<file path="src/rtl/asd_pkg.sv">
// Shared types and constants for the audio superframe deframer.
// Depends on nothing; the top and the checker import it.
package asd_pkg;

  localparam int DATA_W         = 8;
  localparam int FRAME_W        = 4;
  localparam int POS_W          = 13;
  localparam int BORDER_BITS    = 12;
  localparam int SUM_W          = POS_W + 2;
  localparam int MAX_FRAMES_DEF = 10;
  localparam int FIVE_FRAMES    = 5;
  localparam int CFG_AW         = 3;

  localparam logic [POS_W-1:0] POS_MAX = {POS_W{1'b1}};

  // register index, taken from paddr[2]
  localparam logic REG_FRAMES_MODE = 1'b0;
  localparam logic REG_SF_LENGTH   = 1'b1;

  typedef struct packed {
    logic [DATA_W-1:0] data_byte;
    logic              first_byte;
  } byte_word_t;

  typedef struct packed {
    logic [DATA_W-1:0]  out_byte;
    logic [FRAME_W-1:0] frame_index;
    logic               is_crc;
    logic               frame_end;
    logic               superframe_end;
    logic               error;
    logic               last_in_run;
  } res_word_t;

endpackage

</file>
<file path="src/rtl/asd_ram.sv">
// Generic single-write, single-read RAM with a registered read port.
// No package dependencies.
module asd_ram #(
  parameter int WIDTH = 8,
  parameter int DEPTH = 16,
  localparam int AW = (DEPTH > 1) ? $clog2(DEPTH) : 1
) (
  input  logic             clk,
  input  logic             we,
  input  logic [AW-1:0]    waddr,
  input  logic [WIDTH-1:0] wdata,
  input  logic [AW-1:0]    raddr,
  output logic [WIDTH-1:0] rdata
);

  logic [WIDTH-1:0] mem [DEPTH];

  always_ff @(posedge clk) begin
    if (we) begin
      mem[waddr] <= wdata;
    end
    rdata <= mem[raddr];
  end

endmodule

</file>
<file path="src/rtl/aac_superframe_deframer_top.sv">
// Top level of the audio superframe deframer (equal error protection).
// Uses asd_pkg and two asd_ram instances (frame borders, CRC bytes).
//
//   channel  | dir | handshake             | word
//   ---------+-----+-----------------------+----------------------------
//   byte     | in  | byte_valid/byte_stall | byte_word_t (byte, first)
//   res      | out | res_valid/res_stall   | res_word_t (byte + tags)
//   config   | in  | APB psel/penable      | frames_mode @0, length @4
//
// A header or CRC byte, or a payload byte inside a frame, keeps RUN. A
// payload byte led by its frame's CRC gives two words out. Closing a
// frame other than the last, and the last CRC byte, pass FETCH and LOAD:
// the next frame's border and CRC come from the RAMs' registered read
// port, and each zero-length frame after it repeats them. Reset is
// synchronous, with no clearing pass. A held result stalls bytes and pushes.
module aac_superframe_deframer_top #(
  parameter int MAX_FRAMES = asd_pkg::MAX_FRAMES_DEF
) (
  input  logic                      clk,
  input  logic                      rst,
  input  logic                      byte_valid,
  output logic                      byte_stall,
  input  asd_pkg::byte_word_t       byte_word,
  output logic                      res_valid,
  input  logic                      res_stall,
  output asd_pkg::res_word_t        res_word,
  input  logic                      psel,
  input  logic                      penable,
  input  logic                      pwrite,
  input  logic [asd_pkg::CFG_AW-1:0] paddr,
  input  logic [31:0]               pwdata,
  output logic [31:0]               prdata,
  output logic                      pready
);
  import asd_pkg::*;

  localparam int BA_DEPTH = MAX_FRAMES - 1;
  localparam int BA_W     = $clog2(BA_DEPTH);
  localparam int CA_W     = $clog2(MAX_FRAMES);
  localparam int HDR_FULL = (BORDER_BITS * (MAX_FRAMES - 1) + 7) / 8;
  localparam int HDR_FIVE = (BORDER_BITS * (FIVE_FRAMES - 1) + 7) / 8;

  // sequencer states
  localparam logic [2:0] S_RUN   = 3'd0;  // ready for a byte
  localparam logic [2:0] S_BYTE  = 3'd1;  // CRC sent, payload byte next
  localparam logic [2:0] S_FETCH = 3'd2;  // RAM read of the new frame
  localparam logic [2:0] S_LOAD  = 3'd3;  // read data back, empty check
  localparam logic [2:0] S_LAST  = 3'd4;  // final CRC of the superframe

  // header phase: byte position modulo 3
  localparam logic [1:0] PH_START = 2'd0;
  localparam logic [1:0] PH_HIGH  = 2'd1;
  localparam logic [1:0] PH_LOW   = 2'd2;

  // configuration
  logic              cfg_mode;
  logic [POS_W-1:0]  cfg_len;

  // control state
  logic [2:0]               state, state_next;
  logic [POS_W-1:0]         pos, pos_next;
  logic [1:0]               phase, phase_next;
  logic [FRAME_W-1:0]       bidx, bidx_next;
  logic [BORDER_BITS-1:0]   prev_border, prev_border_next;
  logic [BORDER_BITS-1:0]   max_gap, max_gap_next;
  logic                     gap_neg, gap_neg_next;
  logic                     failed, failed_next;
  logic [FRAME_W-1:0]       cur_frame, cur_frame_next;
  logic                     pend_valid, pend_valid_next;
  logic                     res_valid_next;

  // datapath registers
  logic [DATA_W-1:0]        prev_byte, prev_byte_next;
  logic [BORDER_BITS-1:0]   cur_start, cur_start_next;
  logic [BORDER_BITS-1:0]   cur_border, cur_border_next;
  logic [DATA_W-1:0]        cur_crc, cur_crc_next;
  res_word_t                pend_word, pend_word_next;
  logic                     pend_ends, pend_ends_next;

  // frame geometry for the selected mode
  logic [FRAME_W-1:0]       n_frames;
  logic [FRAME_W-1:0]       next_frame;
  logic [POS_W-1:0]         hdr_len;
  logic [POS_W-1:0]         pre_len;
  logic                     cur_is_last;
  logic signed [SUM_W-1:0]  len_minus_pre;

  // word fired this cycle, with first_byte applied
  logic                     byte_fire;
  logic                     first;
  logic [POS_W-1:0]         eff_pos;
  logic [1:0]               eff_phase;
  logic [FRAME_W-1:0]       eff_bidx;
  logic [BORDER_BITS-1:0]   eff_prev_border;
  logic [BORDER_BITS-1:0]   eff_max_gap;
  logic                     eff_gap_neg;
  logic                     eff_failed;
  logic [FRAME_W-1:0]       eff_frame;
  logic [POS_W-1:0]         crc_off;
  logic [POS_W-1:0]         rel;
  logic [POS_W:0]           rel_inc;
  logic signed [SUM_W-1:0]  end_s;
  logic                     ends_now;
  logic                     crc_first;
  logic [BORDER_BITS-1:0]   border_bits;
  logic [BORDER_BITS-1:0]   gap;
  logic                     bad;

  // result register handshake
  logic                     res_free;
  logic                     push;
  res_word_t                push_word;

  // byte resolve, shared by RUN and BYTE
  logic                     resolve;
  res_word_t                rb_word;
  logic                     rb_ends;

  // frame load
  logic signed [SUM_W-1:0]  stop_s;
  logic                     load_empty;

  // memory ports
  logic                     bwe;
  logic [BA_W-1:0]          bwaddr;
  logic [BA_W-1:0]          braddr;
  logic [BORDER_BITS-1:0]   brdata;
  logic                     cwe;
  logic [CA_W-1:0]          cwaddr;
  logic [CA_W-1:0]          craddr;
  logic [DATA_W-1:0]        crdata;

  // ---------------------------------------------------------------------
  // Configuration port. Index is paddr[2]; low bits are ignored.
  // ---------------------------------------------------------------------
  assign pready = 1'b1;

  always_ff @(posedge clk) begin
    if (rst) begin
      cfg_mode <= 1'b0;
      cfg_len  <= '0;
    end else if (psel && penable && pwrite) begin
      unique case (paddr[CFG_AW-1])
        REG_FRAMES_MODE: cfg_mode <= pwdata[0];
        REG_SF_LENGTH:   cfg_len  <= pwdata[POS_W-1:0];
        default: ;
      endcase
    end
  end

  always_comb begin
    unique case (paddr[CFG_AW-1])
      REG_FRAMES_MODE: prdata = {31'b0, cfg_mode};
      REG_SF_LENGTH:   prdata = {{(32-POS_W){1'b0}}, cfg_len};
      default:         prdata = '0;
    endcase
  end

  // ---------------------------------------------------------------------
  // Geometry: frame count, header length, payload start.
  // ---------------------------------------------------------------------
  assign n_frames   = cfg_mode ? FRAME_W'(FIVE_FRAMES) : FRAME_W'(MAX_FRAMES);
  assign hdr_len    = cfg_mode ? POS_W'(HDR_FIVE) : POS_W'(HDR_FULL);
  assign pre_len    = hdr_len + {{(POS_W-FRAME_W){1'b0}}, n_frames};
  assign next_frame = cur_frame + 1'b1;
  assign cur_is_last = (next_frame >= n_frames);
  assign len_minus_pre = $signed({2'b0, cfg_len}) - $signed({2'b0, pre_len});

  // ---------------------------------------------------------------------
  // Handshakes. Bytes enter only in RUN with the result register free.
  // ---------------------------------------------------------------------
  assign res_free   = !res_valid || !res_stall;
  assign byte_stall = !((state == S_RUN) && res_free);
  assign byte_fire  = byte_valid && !byte_stall;

  // a first_byte word restarts parsing before it is looked at
  assign first           = byte_word.first_byte;
  assign eff_pos         = first ? '0 : pos;
  assign eff_phase       = first ? PH_START : phase;
  assign eff_bidx        = first ? '0 : bidx;
  assign eff_prev_border = first ? '0 : prev_border;
  assign eff_max_gap     = first ? '0 : max_gap;
  assign eff_gap_neg     = first ? 1'b0 : gap_neg;
  assign eff_failed      = first ? 1'b0 : failed;
  assign eff_frame       = first ? '0 : cur_frame;

  // header: 12-bit borders straddle bytes in a three-byte pattern
  assign border_bits = (eff_phase == PH_HIGH) ?
                       {prev_byte, byte_word.data_byte[7:4]} :
                       {prev_byte[3:0], byte_word.data_byte};
  assign gap = border_bits - eff_prev_border;

  assign crc_off = eff_pos - hdr_len;

  // payload: relative position against the cached frame window
  assign rel       = eff_pos - pre_len;
  assign rel_inc   = {1'b0, rel} + 1'b1;
  assign end_s     = cur_is_last ? len_minus_pre : $signed({3'b0, cur_border});
  assign ends_now  = $signed({1'b0, rel_inc}) >= end_s;
  assign crc_first = rel <= {{(POS_W-BORDER_BITS){1'b0}}, cur_start};

  // frame load: stop of the frame just read, against its start
  assign stop_s     = cur_is_last ? len_minus_pre : $signed({3'b0, brdata});
  assign load_empty = stop_s <= $signed({3'b0, cur_start});

  // RAM read address tracks the current frame; data arrives in the next cycle
  assign craddr = cur_frame[CA_W-1:0];
  assign braddr = (cur_frame < FRAME_W'(BA_DEPTH)) ? cur_frame[BA_W-1:0] : '0;

  always_comb begin
    state_next       = state;
    pos_next         = pos;
    phase_next       = phase;
    bidx_next        = bidx;
    prev_border_next = prev_border;
    max_gap_next     = max_gap;
    gap_neg_next     = gap_neg;
    failed_next      = failed;
    cur_frame_next   = cur_frame;
    pend_valid_next  = pend_valid;
    prev_byte_next   = prev_byte;
    cur_start_next   = cur_start;
    cur_border_next  = cur_border;
    cur_crc_next     = cur_crc;
    pend_word_next   = pend_word;
    pend_ends_next   = pend_ends;
    push             = 1'b0;
    push_word        = '0;
    resolve          = 1'b0;
    bad              = 1'b0;
    bwe              = 1'b0;
    bwaddr           = eff_bidx[BA_W-1:0];
    cwe              = 1'b0;
    cwaddr           = crc_off[CA_W-1:0];

    rb_word             = '0;
    rb_word.out_byte    = byte_word.data_byte;
    rb_word.frame_index = cur_frame;
    rb_ends             = ends_now;
    if (state == S_BYTE) begin
      rb_word = pend_word;
      rb_ends = pend_ends;
    end

    unique case (state)
      S_RUN: begin
        if (byte_fire) begin
          pos_next         = eff_pos;
          phase_next       = eff_phase;
          bidx_next        = eff_bidx;
          prev_border_next = eff_prev_border;
          max_gap_next     = eff_max_gap;
          gap_neg_next     = eff_gap_neg;
          failed_next      = eff_failed;
          cur_frame_next   = eff_frame;
          if (!eff_failed) begin
            pos_next = (eff_pos == POS_MAX) ? eff_pos : eff_pos + 1'b1;
            if (eff_pos < hdr_len) begin
              prev_byte_next = byte_word.data_byte;
              phase_next     = (eff_phase == PH_LOW) ? PH_START : eff_phase + 1'b1;
              if (eff_phase != PH_START) begin
                bidx_next = eff_bidx + 1'b1;
                if (eff_bidx < n_frames - 1'b1) begin
                  bwe              = 1'b1;
                  prev_border_next = border_bits;
                  if (border_bits < eff_prev_border) begin
                    gap_neg_next = 1'b1;
                  end else if (gap > eff_max_gap) begin
                    max_gap_next = gap;
                  end
                end
              end
              if (eff_pos == hdr_len - 1'b1) begin
                bad = gap_neg_next ||
                      ({1'b0, max_gap_next} >= cfg_len) ||
                      ({1'b0, cfg_len} <
                       ({1'b0, pre_len} + {2'b0, prev_border_next}));
                if (bad) begin
                  failed_next         = 1'b1;
                  push                = 1'b1;
                  push_word.error     = 1'b1;
                  push_word.last_in_run = 1'b1;
                end
              end
            end else if (eff_pos < pre_len) begin
              cwe = 1'b1;
              if (eff_pos == pre_len - 1'b1) begin
                cur_frame_next  = '0;
                cur_start_next  = '0;
                pend_valid_next = 1'b0;
                state_next      = S_FETCH;
              end
            end else if (eff_frame < n_frames) begin
              if (crc_first) begin
                // CRC leads the frame's first payload byte
                push                  = 1'b1;
                push_word.out_byte    = cur_crc;
                push_word.frame_index = cur_frame;
                push_word.is_crc      = 1'b1;
                pend_word_next        = rb_word;
                pend_ends_next        = ends_now;
                state_next            = S_BYTE;
              end else begin
                resolve = 1'b1;
              end
            end
          end
        end
      end
      S_BYTE: begin
        if (res_free) begin
          resolve = 1'b1;
        end
      end
      S_FETCH: begin
        state_next = S_LOAD;
      end
      S_LOAD: begin
        if (!pend_valid || res_free) begin
          if (pend_valid) begin
            push                  = 1'b1;
            push_word             = pend_word;
            push_word.last_in_run = !load_empty;
          end
          cur_border_next = brdata;
          cur_crc_next    = crdata;
          if (load_empty) begin
            // zero-length frame: its CRC alone closes it
            pend_word_next             = '0;
            pend_word_next.out_byte    = crdata;
            pend_word_next.frame_index = cur_frame;
            pend_word_next.is_crc      = 1'b1;
            pend_word_next.frame_end   = 1'b1;
            pend_valid_next            = 1'b1;
            cur_frame_next             = next_frame;
            cur_start_next             = brdata;
            state_next                 = cur_is_last ? S_LAST : S_FETCH;
          end else begin
            pend_valid_next = 1'b0;
            state_next      = S_RUN;
          end
        end
      end
      S_LAST: begin
        if (res_free) begin
          push                     = 1'b1;
          push_word                = pend_word;
          push_word.superframe_end = 1'b1;
          push_word.last_in_run    = 1'b1;
          pend_valid_next          = 1'b0;
          state_next               = S_RUN;
        end
      end
      default: begin
        state_next = S_RUN;
      end
    endcase

    // payload byte: ends the run, or closes the frame
    if (resolve) begin
      if (!rb_ends) begin
        push                  = 1'b1;
        push_word             = rb_word;
        push_word.last_in_run = 1'b1;
        state_next            = S_RUN;
      end else begin
        cur_frame_next = next_frame;
        cur_start_next = cur_border;
        if (cur_is_last) begin
          push                     = 1'b1;
          push_word                = rb_word;
          push_word.frame_end      = 1'b1;
          push_word.superframe_end = 1'b1;
          push_word.last_in_run    = 1'b1;
          state_next               = S_RUN;
        end else begin
          pend_word_next           = rb_word;
          pend_word_next.frame_end = 1'b1;
          pend_valid_next          = 1'b1;
          state_next               = S_FETCH;
        end
      end
    end
  end

  assign res_valid_next = push || (res_valid && res_stall);

  always_ff @(posedge clk) begin
    if (rst) begin
      state       <= S_RUN;
      pos         <= '0;
      phase       <= PH_START;
      bidx        <= '0;
      prev_border <= '0;
      max_gap     <= '0;
      gap_neg     <= 1'b0;
      failed      <= 1'b0;
      cur_frame   <= '0;
      pend_valid  <= 1'b0;
      res_valid   <= 1'b0;
    end else begin
      state       <= state_next;
      pos         <= pos_next;
      phase       <= phase_next;
      bidx        <= bidx_next;
      prev_border <= prev_border_next;
      max_gap     <= max_gap_next;
      gap_neg     <= gap_neg_next;
      failed      <= failed_next;
      cur_frame   <= cur_frame_next;
      pend_valid  <= pend_valid_next;
      res_valid   <= res_valid_next;
    end
  end

  always_ff @(posedge clk) begin
    prev_byte  <= prev_byte_next;
    cur_start  <= cur_start_next;
    cur_border <= cur_border_next;
    cur_crc    <= cur_crc_next;
    pend_word  <= pend_word_next;
    pend_ends  <= pend_ends_next;
    if (push) begin
      res_word <= push_word;
    end
  end

  // ---------------------------------------------------------------------
  // Stores: frame borders and per-frame CRC bytes.
  // ---------------------------------------------------------------------
  asd_ram #(
    .WIDTH (BORDER_BITS),
    .DEPTH (BA_DEPTH)
  ) u_border_ram (
    .clk   (clk),
    .we    (bwe),
    .waddr (bwaddr),
    .wdata (border_bits),
    .raddr (braddr),
    .rdata (brdata)
  );

  asd_ram #(
    .WIDTH (DATA_W),
    .DEPTH (MAX_FRAMES)
  ) u_crc_ram (
    .clk   (clk),
    .we    (cwe),
    .waddr (cwaddr),
    .wdata (byte_word.data_byte),
    .raddr (craddr),
    .rdata (crdata)
  );

endmodule

</file>
<file path="config.mk">
export PLATFORM = sky130hd
export DESIGN_NAME = aac_superframe_deframer_top
export DESIGN_NICKNAME = d
export VERILOG_FILES = /design/src/rtl/asd_pkg.sv /design/src/rtl/asd_ram.sv /design/src/rtl/aac_superframe_deframer_top.sv
export SDC_FILE = /design/constraint.sdc
export NUM_CORES = 1
export LEC_CHECK = 0
export ABC_AREA = 1
export ABC_CLOCK_PERIOD_IN_PS = 12590
export BUFFER_PORTS_ARGS = -buffer_cell sky130_fd_sc_hd__clkbuf_2
export CAP_MARGIN = 20
export CORE_MARGIN = 5
export CORE_UTILIZATION = 65
export CTS_CLUSTER_DIAMETER = 30
export DETAILED_ROUTE_END_ITERATION = 7
export MAX_ROUTING_LAYER = met4
export PLACE_DENSITY = 0.8
export SLEW_MARGIN = 20
export SYNTH_ARGS = -nofsm -noshare
export SYNTH_HDL_FRONTEND = slang
export SYNTH_SLANG_ARGS = --single-unit
export TNS_END_PERCENT = 100
</file>
<file path="constraint.sdc">
create_clock -name clk -period 12.59 [get_ports clk]
set_clock_uncertainty 0.2 [all_clocks]
set_input_delay 0.6295 -clock clk [delete_from_list [all_inputs] [get_ports clk]]
set_output_delay 0.6295 -clock clk [all_outputs]
set_load 0.02 [all_outputs]
</file>
==> metrics, run 1 <==
P&R area growth vs syn=15.8%; DRT Wirelength=54.4 mm; filler-free cell count of the finished design=roughly 2.8k; GRT Residual Overflow=0; die height=around 180 um; die area=approximately 34000 sq um; postcts setup bufs=0; kind of critical path=primary input to flop; Crit path max-delay family=simple AND/OR/NAND/NOR gates; detailed placement HPWL=35.6 mm; worst skew pair latency=about 0.57 ns; CTS tree=built; via count=between 15k and 20k; Placed Cells=approximately 2.7k; total leakage power=about 9.9 nW; DR WL/cell=~19 um; Synth top area share=0.356; Async S/R FF share, synth=0; H-Tree Level Count=3; unrepaired setup endpoints after global routing=no; setup_tns=0 ns; CP dominant cell by count=nand2_1; vias in the first global route=16.6k; count of cell types in the netlist=66; Vias/cell=~6; diode count=0; endpoint type of the worst setup path=flop; Synth area leader=edfxtp_1; Hold Path Class=primary input to flop; Rel. slew slack=0.340; # IOs=slightly above 100; # DRC=0; Port Buffers=a little over 60; Yosys warning total=0; CP Launch Type=primary input; CP arrival=between 7 and 8 ns; Post-CTS Resized=0; Setup-failing EPs final=0; Syn Inst Count=between 2k and 2.5k; die width=between 150 and 200 um; min cycle time layout=~7.8 ns; PD cells=~210 nW/um^2; Seq/Total Area, Yosys=0.473; period utilization=0.621; status=finished clean; Total GRT Usage=0.325; Worst Path Required=12.59 ns; clk buf depth=3; final hold violation count=0; EDFF count, synth=approximately 230; ys flop type=edfxtp_1; Yosys reg bits=350; Max Cap Viol=0; Root Buffer=clkbuf_16; worst path buffer plus inverter count=6; Clock transition at path regs=approximately 0.04 ns; DRT iter0 DRCs=about 1.8k; Initial Utilization=0.663; GP Congestion=between 0.9 and 1; initial antenna violation count=0; worst slew pin tran=~1 ns; Achievable Freq=roughly 130 MHz; layout cells sized above 1=0.129; CP max stage delay=roughly 0.6 ns; CP Max Fanout=25; TritonCTS Sinks=350; first-pass GRT wire length=approximately 85 mm; pin count of the biggest net entering global routing=57; Post-Syn Area=around 20000 sq um; core area=between 20000 and 30000 sq um; Area contributors post-synth=edfxtp_1 36%, dfxtp_1 12%, nand2_1 10%; cts hold-fix bufs=0; drt pass-1 iters=6; post-route ant nets=0; crit path max-delay cell type=nand2_1; Final Max Slew Viols=0; Avg Inst Size Synth=8.55 sq um; Max VDD drop=~0.00016 V; cts bufs inserted=74; Nets=between 2k and 3k; Core Rows=63
==> metrics by stage <==
| stage | area [sq um] | hold WS (ns) | power (W) | util | setup WS (ns) |
|---|---|---|---|---|---|
| 3_5_place_dp | 20300 | 0.219 | 0.00290 | 0.682 | 4.58 |
| 6_report | 22900 | 0.159 | 0.00491 | 0.768 | 4.78 |
| 3_3_place_gp | 20300 | 0.215 | 0.00284 | 0.681 | 4.81 |
| 5_1_grt | 22900 | 0.161 | 0.00516 | 0.768 | 4.17 |
| 2_1_floorplan | 19800 | 0.208 | 0.00251 | - | 6.57 |
| 4_1_cts | 22900 | 0.145 | 0.00488 | 0.767 | 5.05 |
==> flip-flops by register name, summed over array words and instances, names as in the netlist, 2 cells and up <==
register	flops
max_gap	12
prev_byte	8
cur_crc	8
cfg_len	13
pos	13
res_word	17
cur_border	12
pend_word	16
u_crc_ram.rdata	8
u_border_ram.rdata	12
u_border_ram.mem	108
bidx	4
u_crc_ram.mem	80
prev_border	12
cur_start	12
craddr	4
phase	2
state	3
==> routing by layer <==
metal / share of wire / GRT usage
met1: 0.39 / 0.398
met2: 0.48 / 0.526
met3: 0.083 / 0.0576
met4: 0.050 / 0.154
met5: 0 / -
==> cell usage in the layout (no fill, tap or decap), drive strengths merged, types with 6 or more instances in the layout <==
master	synthesis	routed
dfxtp	116	116
o21ai	193	193
xnor2	7	7
a21oi	156	156
nand2	563	563
xor2	40	40
nor3	32	32
nor2	220	220
nand4	33	33
a221oi	8	8
buf	47	29
o211ai	22	22
clkinvlp	0	6
or2	13	13
conb	2	20
a31oi	6	6
o21bai	6	6
o221ai	15	15
bufinv	0	11
clkbuf	57	150
o22ai	24	24
inv	265	268
clkinv	1	28
nand3	87	87
edfxtp	234	234
ha	118	118
==> area by class of cell <==
cell class	instances	area (sq um)
repair buffers	90	523
flip-flops and latches	350	9350
inverters	266	1010
well taps	390	488
fillers	2034	6920
multi-input cells	1609	8950
clock buffers	89	1970
clock inverters	47	583
==> power breakdown <==
group          internal, W  leakage, nW  switching, W
Combinational     0.000456         5.57      0.000986
Clock              0.00134         1.24      0.000627
Sequential         0.00139         3.07      0.000106
==> kinds of logic after synthesis <==
kind of cell / synth area share
and+or+nand+nor: 0.214
AOI/OAI and AO/OA: 0.133
buffers and inverters: 0.0789
DFF: 0.473
adders and majority gates: 0.0788
xor gates and xnor gates: 0.0212
other: 0.000380
muxes: 0.000507
==> Yosys cell counts, types with 14 or more instances <==
library cell,n
nand2_1,539
inv_1,247
edfxtp_1,234
nor2_1,208
o21ai_0,177
a21oi_1,154
ha_1,118
dfxtp_1,116
nand3_1,77
clkbuf_1,57
xor2_1,39
nand4_1,32
nor3_1,27
o22ai_1,24
buf_4,22
o211ai_1,22
inv_2,17
o221ai_1,15
nand2_2,14
==> path summary, 6_finish.rpt <==
path,startpoint,to,slack [ns],cells after the start
max,byte_word[0],res_word[6],4.78,38
min,pwdata[10],cfg_len[10],0.16,3
max reg2reg,phase[0],res_word[6],4.91,36
min reg2reg,u_crc_ram.rdata[6],cur_crc[6],0.22,0
==> worst min-delay path, delay by kind of cell <==
| family | cells | cell delay (ns) |
|---|---|---|
| buffers and inverters | 1 | 0.07 |
| AO/OA/AOI/OAI | 2 | 0.18 |
No activity file was read; power rests on OpenSTA's default activity.
==> run 2: changes to the inputs <==
Settings changed: ABC_CLOCK_PERIOD_IN_PS 12590 to 7200, CORE_UTILIZATION 65 to 62, PLACE_DENSITY 0.8 to 0.77.
Clock period 12.59 ns to 7.2 ns, I/O delays scaled along.
==> run 2 against run 1 <==
Critical path depth is 5 lower; die area is 4.6% higher; first-iteration DRC count is 7.6% lower; largest cell class unchanged; utilization is 3.1 points lower; sequential power is 74% higher; critical endpoint is now res_word[10]; routed wire length is 1.0% higher.
==> metrics, run 2 (synthesis gave the netlist of run 1 again) <==
final core utilization=0.736 (was 0.768); pin count of the biggest net entering global routing=57 (unchanged); via count=16.8k (was 17.1k); most common cell after layout, fill and taps aside=nand2_1 (unchanged); Clk network pwr share=0.400 (was 0.401); CP arrival=6.64 ns (was 7.81 ns); CP Launch Point=phase[0] (was byte_word[0]); Worst Setup EP=res_word[10] (was res_word[6]); DRT Wirelength=54.9 mm (was 54.4 mm); GRT Residual Overflow=0 (unchanged); Clock transition at path regs=0.05 ns (was 0.04 ns); Power Internal=0.00549 W (was 0.00319 W); setup_tns=0 ns (unchanged); # DRC=0 (unchanged); Final Max Slew Viols=0 (unchanged); worst slew pin tran=0.989 ns (about the same); Sw Pwr=0.00310 W (was 0.00172 W); CP max stage delay=0.40 ns (was 0.59 ns); postcts setup bufs=0 (unchanged); PD cells=371 nW/um^2 (was 215 nW/um^2); Hold Path Class=primary input to flop (unchanged); H-Tree Level Count=3 (unchanged); Setup WS pre-CTS=0.515 ns (was 4.58 ns); layout cells sized above 1=0.133 (was 0.129); worst r2r path cells=33 (was 36); CP Launch Type=flop (was primary input); Final WS setup=0.642 ns (was 4.78 ns); Vias/cell=5.85 (was 6.03); detailed placement HPWL=35.7 mm (was 35.6 mm); die width=188 um (was 184 um); R2R setup slack=0.64 ns (was 4.91 ns); first-pass GRT wire length=86.6 mm (was 85.2 mm); crit path max-delay cell type=o21ai_0 (was nand2_1); drt pass-1 iters=5 (was 6); DR WL/cell=19.1 um (about the same); die height=188 um (was 184 um); largest reg by FF count=u_border_ram.mem (unchanged); Rel. slew slack=0.336 (was 0.340); Placed Area=20400 sq um (was 20300 sq um); vias in the first global route=16.2k (was 16.6k); CTS tree=built (unchanged); r2r endpoint=res_word[10] (was res_word[6]); number of flip-flops in the largest register=108 (unchanged); min cycle time layout=around 6.6 ns; endpoint type of the worst setup path=flop (unchanged); Hold Slack=0.0173 ns (was 0.159 ns); Worst Path Required=7.29 ns (was 12.59 ns); Switching Fraction=0.361 (was 0.350); reg-to-reg critical path startpoint=phase[0] (unchanged); GP Congestion=0.938 (was 0.983); P&R area growth vs syn=17.3% (was 15.8%); Initial Utilization=0.627 (was 0.663); sequential share of power=0.304 (was 0.305); cts bufs inserted=71 (was 74); initial antenna violation count=0 (unchanged); total leakage power=10.0 nW (was 9.88 nW); final hold violation count=0 (unchanged); # fillers=2252 (was 2034); Comb pwr share=0.297 (was 0.294); Total GRT Usage=0.314 (was 0.325); post-route cell area=23200 sq um (was 22900 sq um); period utilization=0.911; Max VDD drop=0.000403 V (was 0.000161 V); TritonCTS Sinks=350 (unchanged); post-route ant nets=0 (unchanged); Setup-failing EPs final=0 (unchanged); Port Buffers=61 (unchanged); DRT iter0 DRCs=1672 (was 1809); flip-flop and latch area=9350 sq um (unchanged); Core Rows=65 (was 63); Nets=2592 (was 2564); # IOs=103 (unchanged); core area=31500 sq um (was 29800 sq um); commonest cells after routing, fill and taps aside=539 x nand2_1, 247 x inv_1, 234 x edfxtp_1, 207 x nor2_1, 175 x o21ai_0 (was 539 x nand2_1, 247 x inv_1, 234 x edfxtp_1, 207 x nor2_1, 177 x o21ai_0); Root Buffer=clkbuf_16 (unchanged); unrepaired setup endpoints after global routing=no (unchanged); CP Max Fanout=19 (was 25); Achievable Freq=152 MHz; status=finished clean (unchanged); die area=35500 sq um (was 34000 sq um); CP dominant cell by count=nand2_1 (unchanged); Max Cap Viol=0 (unchanged); clk buf depth=3 (unchanged); Top Registers=u_border_ram.mem (108), u_crc_ram.mem (80), res_word (17) (unchanged); Multi-input gate area=8950 sq um (about the same); worst skew pair latency=0.61 ns (was 0.57 ns); kind of critical path=flop to flop (was primary input to flop)
## run 2: cell count changes in the layout (fill, tap and decap cells not counted), moves of 2 or more
cell           change
clkinv_1           -4
inv_6              +4
clkbuf_8           +9
clkbuf_1           -3
clkinv_4           -2
clkinv_2           -9
clkbuf_16          -4
o21ai_0            -2
inv_8              +3
dlygate4sd3_1     +16
bufinv_16          -4
clkinv_16          +5
o21ai_1            +2
buf_4             +15
## run 2: area by class of cell
cell class | instances | area share
Inverter | 266 | 0.0434
Clock buffer | 91 | 0.0856
Timing Repair Buffer | 121 | 0.0343
Clock inverter | 39 | 0.0252
Multi-Input combinational cell | 1609 | 0.386
Sequential cell | 350 | 0.404
Antenna cell | 1 | 0.000108
Tap cell | 402 | 0.0217
## run 2: worst min-delay path by stage
| stage | startpoint | end | slack, ns | depth (start not counted) |
|---|---|---|---|---|
| 3_3_place_gp | u_crc_ram.rdata[0] | cur_crc[0] | 0.22 | 0 |
| 3_5_place_dp | u_crc_ram.rdata[1] | cur_crc[1] | 0.22 | 0 |
| 5_1_grt | byte_word[7] | u_crc_ram.mem[1][6] | 0.02 | 1 |
| 4_1_cts | byte_word[7] | u_crc_ram.mem[2][6] | 0.01 | 1 |
| 2_1_floorplan | u_border_ram.rdata[11] | cur_border[11] | 0.21 | 0 |
| 6_report | byte_word[7] | u_crc_ram.mem[8][6] | 0.02 | 1 |
## run 2: layer usage
metal	track usage	part of all wire	vias to the layer above
met4	0.120	0.038	0
met5	-	0	-
met1	0.403	0.41	7820
met2	0.506	0.48	854
met3	0.0506	0.081	153
li1	-	-	8018
## run 2: worst max-delay path, delay by kind of cell (launching register included)
kind,cells,cell delay [ns]
AO/OA/AOI/OAI,6,1.28
adder cells (fa/ha/maj),3,1.01
flip-flops,1,0.36
buffers and inverters,5,0.93
XOR/XNOR,1,0.26
AND/OR/NAND/NOR,18,2.17
## run 2: power by group through the flow
stage | logic [W] | clock network (W) | registers, W
3_3_place_gp | 0.00238 | 0 | 0.00263
4_1_cts | 0.00250 | 0.00344 | 0.00261
2_1_floorplan | 0.00182 | 0 | 0.00257
3_5_place_dp | 0.00245 | 0 | 0.00264
5_1_grt | 0.00284 | 0.00356 | 0.00263
6_report | 0.00255 | 0.00343 | 0.00261
## run 2: per-stage QoR
step | total power [W] | cells
floorplan | 0.00439 | 2329
finish | 0.00859 | 2879
global placement | 0.00502 | 2732
CTS | 0.00855 | 2878
detailed placement | 0.00509 | 2732
global route | 0.00903 | 2878
## run 2: what timing repair did
| action | in CTS | in global routing |
|---|---|---|
| hold endpoints to repair | 26 | 0 |
| hold buffers | 16 | 0 |
| resized for setup | 0 | 2 |
| setup endpoints to repair | 0 | 17 |
==> run 3: changes to the inputs <==
Settings changed: GPL_TIMING_DRIVEN set to 0, SYNTH_HIERARCHICAL set to 1.
==> run 3 against run 2 <==
Register-to-register slack lost 0.14 ns; flip-flop and latch count is the same; worst setup slack lost 0.14 ns; largest cell class unchanged; worst hold slack gained 0.026 ns; non-clock buffer count grew 65; total power grew 1.3%; synthesized cell count grew 9.6%; cell area grew 5.0%.
==> metrics, run 3 <==
status=finished clean (unchanged); Clock transition at path regs=0.05 ns (about the same); Total GRT Usage=0.344 (was 0.314); top-count cell post-synth=nand2_1 (unchanged); post-route ant nets=0 (unchanged); largest reg by FF count=u_border_ram/mem (was u_border_ram.mem); Setup-failing EPs final=0 (unchanged); die area=36500 sq um (was 35500 sq um); Hold Slack=0.0436 ns (was 0.0173 ns); detailed placement HPWL=44.0 mm (was 35.7 mm); worst skew pair latency=0.60 ns (was 0.61 ns); Yosys reg bits=350 (unchanged); CP Max Fanout=17 (was 19); GRT Residual Overflow=0 (unchanged); # fillers=2389 (was 2252); number of flip-flops in the largest register=108 (unchanged); Max Cap Viol=0 (unchanged); crit path max-delay cell type=nor3_4 (was o21ai_0); Max VDD drop=0.000227 V (was 0.000403 V); Rel. slew slack=0.309 (was 0.336); Vias/cell=5.65 (was 5.85); H-Tree Level Count=3 (unchanged); DRT Wirelength=61.1 mm (was 54.9 mm); core area=32500 sq um (was 31500 sq um); cts bufs inserted=79 (was 71); period utilization=0.930 (was 0.911); CP dominant cell by count=nand2_1 (unchanged); Synth top area share=0.345 (was 0.356); endpoint type of the worst setup path=flop (unchanged); TritonCTS Sinks=350 (unchanged); DRT iter0 DRCs=2105 (was 1672); Nets=2884 (was 2592); PD cells=358 nW/um^2 (was 371 nW/um^2); CTS tree=built (unchanged); Syn Inst Count=2533 (was 2311); Async S/R FF share, synth=0 (unchanged); pin count of the biggest net entering global routing=19 (was 57); Synth top cells by count=713 x nand2_1, 340 x inv_1, 234 x edfxtp_1 (was 539 x nand2_1, 247 x inv_1, 234 x edfxtp_1); die width=191 um (was 188 um); Avg Inst Size Synth=8.03 sq um (was 8.55 sq um); Hold Path Class=primary input to flop (unchanged); Root Buffer=clkbuf_16 (unchanged); total leakage power=11.1 nW (was 10.0 nW); Area contributors post-synth=edfxtp_1 35%, nand2_1 13%, dfxtp_1 11% (was edfxtp_1 36%, dfxtp_1 12%, nand2_1 10%); commonest cells after routing, fill and taps aside=712 x nand2_1, 339 x inv_1, 234 x edfxtp_1, 184 x nand3_1, 160 x nor2_1 (was 539 x nand2_1, 247 x inv_1, 234 x edfxtp_1, 207 x nor2_1, 175 x o21ai_0); DR WL/cell=19.0 um (was 19.1 um); Worst Path Required=7.30 ns (was 7.29 ns); # DRC=0 (unchanged); Yosys warning total=6 (was 0); CP arrival=6.79 ns (was 6.64 ns); final hold violation count=0 (unchanged); first-pass GRT wire length=95.3 mm (was 86.6 mm); vias in the first global route=17.8k (was 16.2k); via count=18.2k (was 16.8k); kind of critical path=flop to flop (unchanged); most common cell after layout, fill and taps aside=nand2_1 (unchanged); Top Registers=u_border_ram/mem (108), u_crc_ram/mem (80), res_word (17) (was u_border_ram.mem (108), u_crc_ram.mem (80), res_word (17)); Core Rows=66 (was 65); Setup WS pre-CTS=-0.759 ns (was 0.515 ns); count of cell types in the netlist=61 (was 66); # IOs=103 (unchanged); min cycle time layout=6.70 ns (was 6.56 ns); ys flop type=edfxtp_1 (unchanged); GP Congestion=0.984 (was 0.938); clk buf depth=3 (unchanged); Initial Utilization=0.627 (about the same); CP Launch Type=flop (unchanged); Port Buffers=59 (was 61); Synth area leader=edfxtp_1 (unchanged); Final WS setup=0.504 ns (was 0.642 ns); Seq/Total Area, Yosys=0.459 (was 0.473); CP max stage delay=0.34 ns (was 0.40 ns); EDFF count, synth=234 (unchanged); setup_tns=0 ns (unchanged); initial antenna violation count=1 (was 0); Achievable Freq=149 MHz (was 152 MHz); die height=191 um (was 188 um); Post-Syn Area=20400 sq um (was 19700 sq um); P&R area growth vs syn=19.5% (was 17.3%); layout cells sized above 1=0.142 (was 0.133); worst slew pin tran=1.03 ns (was 0.989 ns); Final Max Slew Viols=0 (unchanged); drt pass-1 iters=6 (was 5)
-- run 3: cell count changes after synthesis, moves of 17 or more --
cell | previous run | this run
a21oi_1 | 154 | 131
inv_1 | 247 | 340
nor2_1 | 208 | 171
nand3_1 | 77 | 184
clkbuf_1 | 57 | 28
o22ai_1 | 24 | 5
inv_2 | 17 | 34
o21ai_1 | 9 | 27
nand2_1 | 539 | 713
o211ai_1 | 22 | 4
o21ai_0 | 177 | 126
-- run 3: cells by family (layout without fill, tap and decap cells) --
logic type               count (synthesis)  in the layout  synth area share
AND/OR/NAND/NOR                       1187           1187             0.249
buffers and inverters                  482            710             0.103
flip-flops                             350            350             0.459
AO/OA/AOI/OAI                          349            349            0.0941
adder cells (fa/ha/maj)                117            117            0.0734
XOR/XNOR                                46             46            0.0202
other                                    2             21          0.000369
-- run 3: where the power goes --
group	internal, W	switching, W
logic	0.000828	0.00170
registers	0.00239	0.000161
clock network	0.00242	0.00119
total	0.00564	0.00306
-- run 3: layer usage --
| layer | global-route usage | share of wire | up-vias |
|---|---|---|---|
| met2 | 0.558 | 0.47 | 907 |
| met4 | 0.129 | 0.038 | 0 |
| met3 | 0.0604 | 0.086 | 194 |
| met5 | - | 0 | - |
| met1 | 0.436 | 0.40 | 8481 |
| li1 | - | - | 8607 |
-- run 3: path summary, 6_finish.rpt --
check,from,endpoint,slack [ns],cells past startpoint
worst max-delay path,phase[0],res_word[11],0.50,40
worst min-delay path,byte_word[6],u_crc_ram/mem[8][5],0.04,1
worst max register to register,phase[0],res_word[11],0.50,40
worst min register to register,u_crc_ram/rdata[5],cur_crc[5],0.23,0
-- run 3: critical path: cells and delay by family (launching register included) --
| family | cells | cell delay (ns) |
|---|---|---|
| AO/OA/AOI/OAI | 7 | 0.87 |
| adder cells (fa/ha/maj) | 3 | 0.84 |
| buffers and inverters | 7 | 1.05 |
| flip-flops | 1 | 0.31 |
| AND/OR/NAND/NOR | 23 | 3.10 |
-- run 3: cell type report --
| type | count | area (sq um) | area share |
|---|---|---|---|
| sequential | 350 | 9350 | 0.384 |
| antenna | 1 | 2.50 | 0.000103 |
| inverter | 380 | 1440 | 0.0592 |
| multi-input combinational | 1719 | 9040 | 0.372 |
| timing repair buffer | 85 | 553 | 0.0227 |
| clock buffer | 93 | 2130 | 0.0877 |
| clock inverter | 51 | 579 | 0.0238 |
| buffer | 101 | 667 | 0.0274 |
| tap | 442 | 553 | 0.0227 |
-- run 3: timing repair --
item,4_1_cts,5_1_grt
cloned,0,0
pin swaps,0,2
hold buffers,17,0
endpoints found under the hold margin,23,0
endpoints found under the setup margin,17,20
gates resized for setup,3,11
buffers inserted,0,5
-- run 3: per-stage QoR --
step | cell area, sq um | util | instances | power, W
after global routing | 24300 | 0.749 | 3222 | 0.00913
after global placement | 21300 | 0.655 | 3052 | 0.00492
final | 24300 | 0.749 | 3222 | 0.00870
after CTS | 24200 | 0.746 | 3217 | 0.00864
after floorplan | 20400 | - | 2551 | 0.00424
after detailed placement | 21300 | 0.657 | 3056 | 0.00501
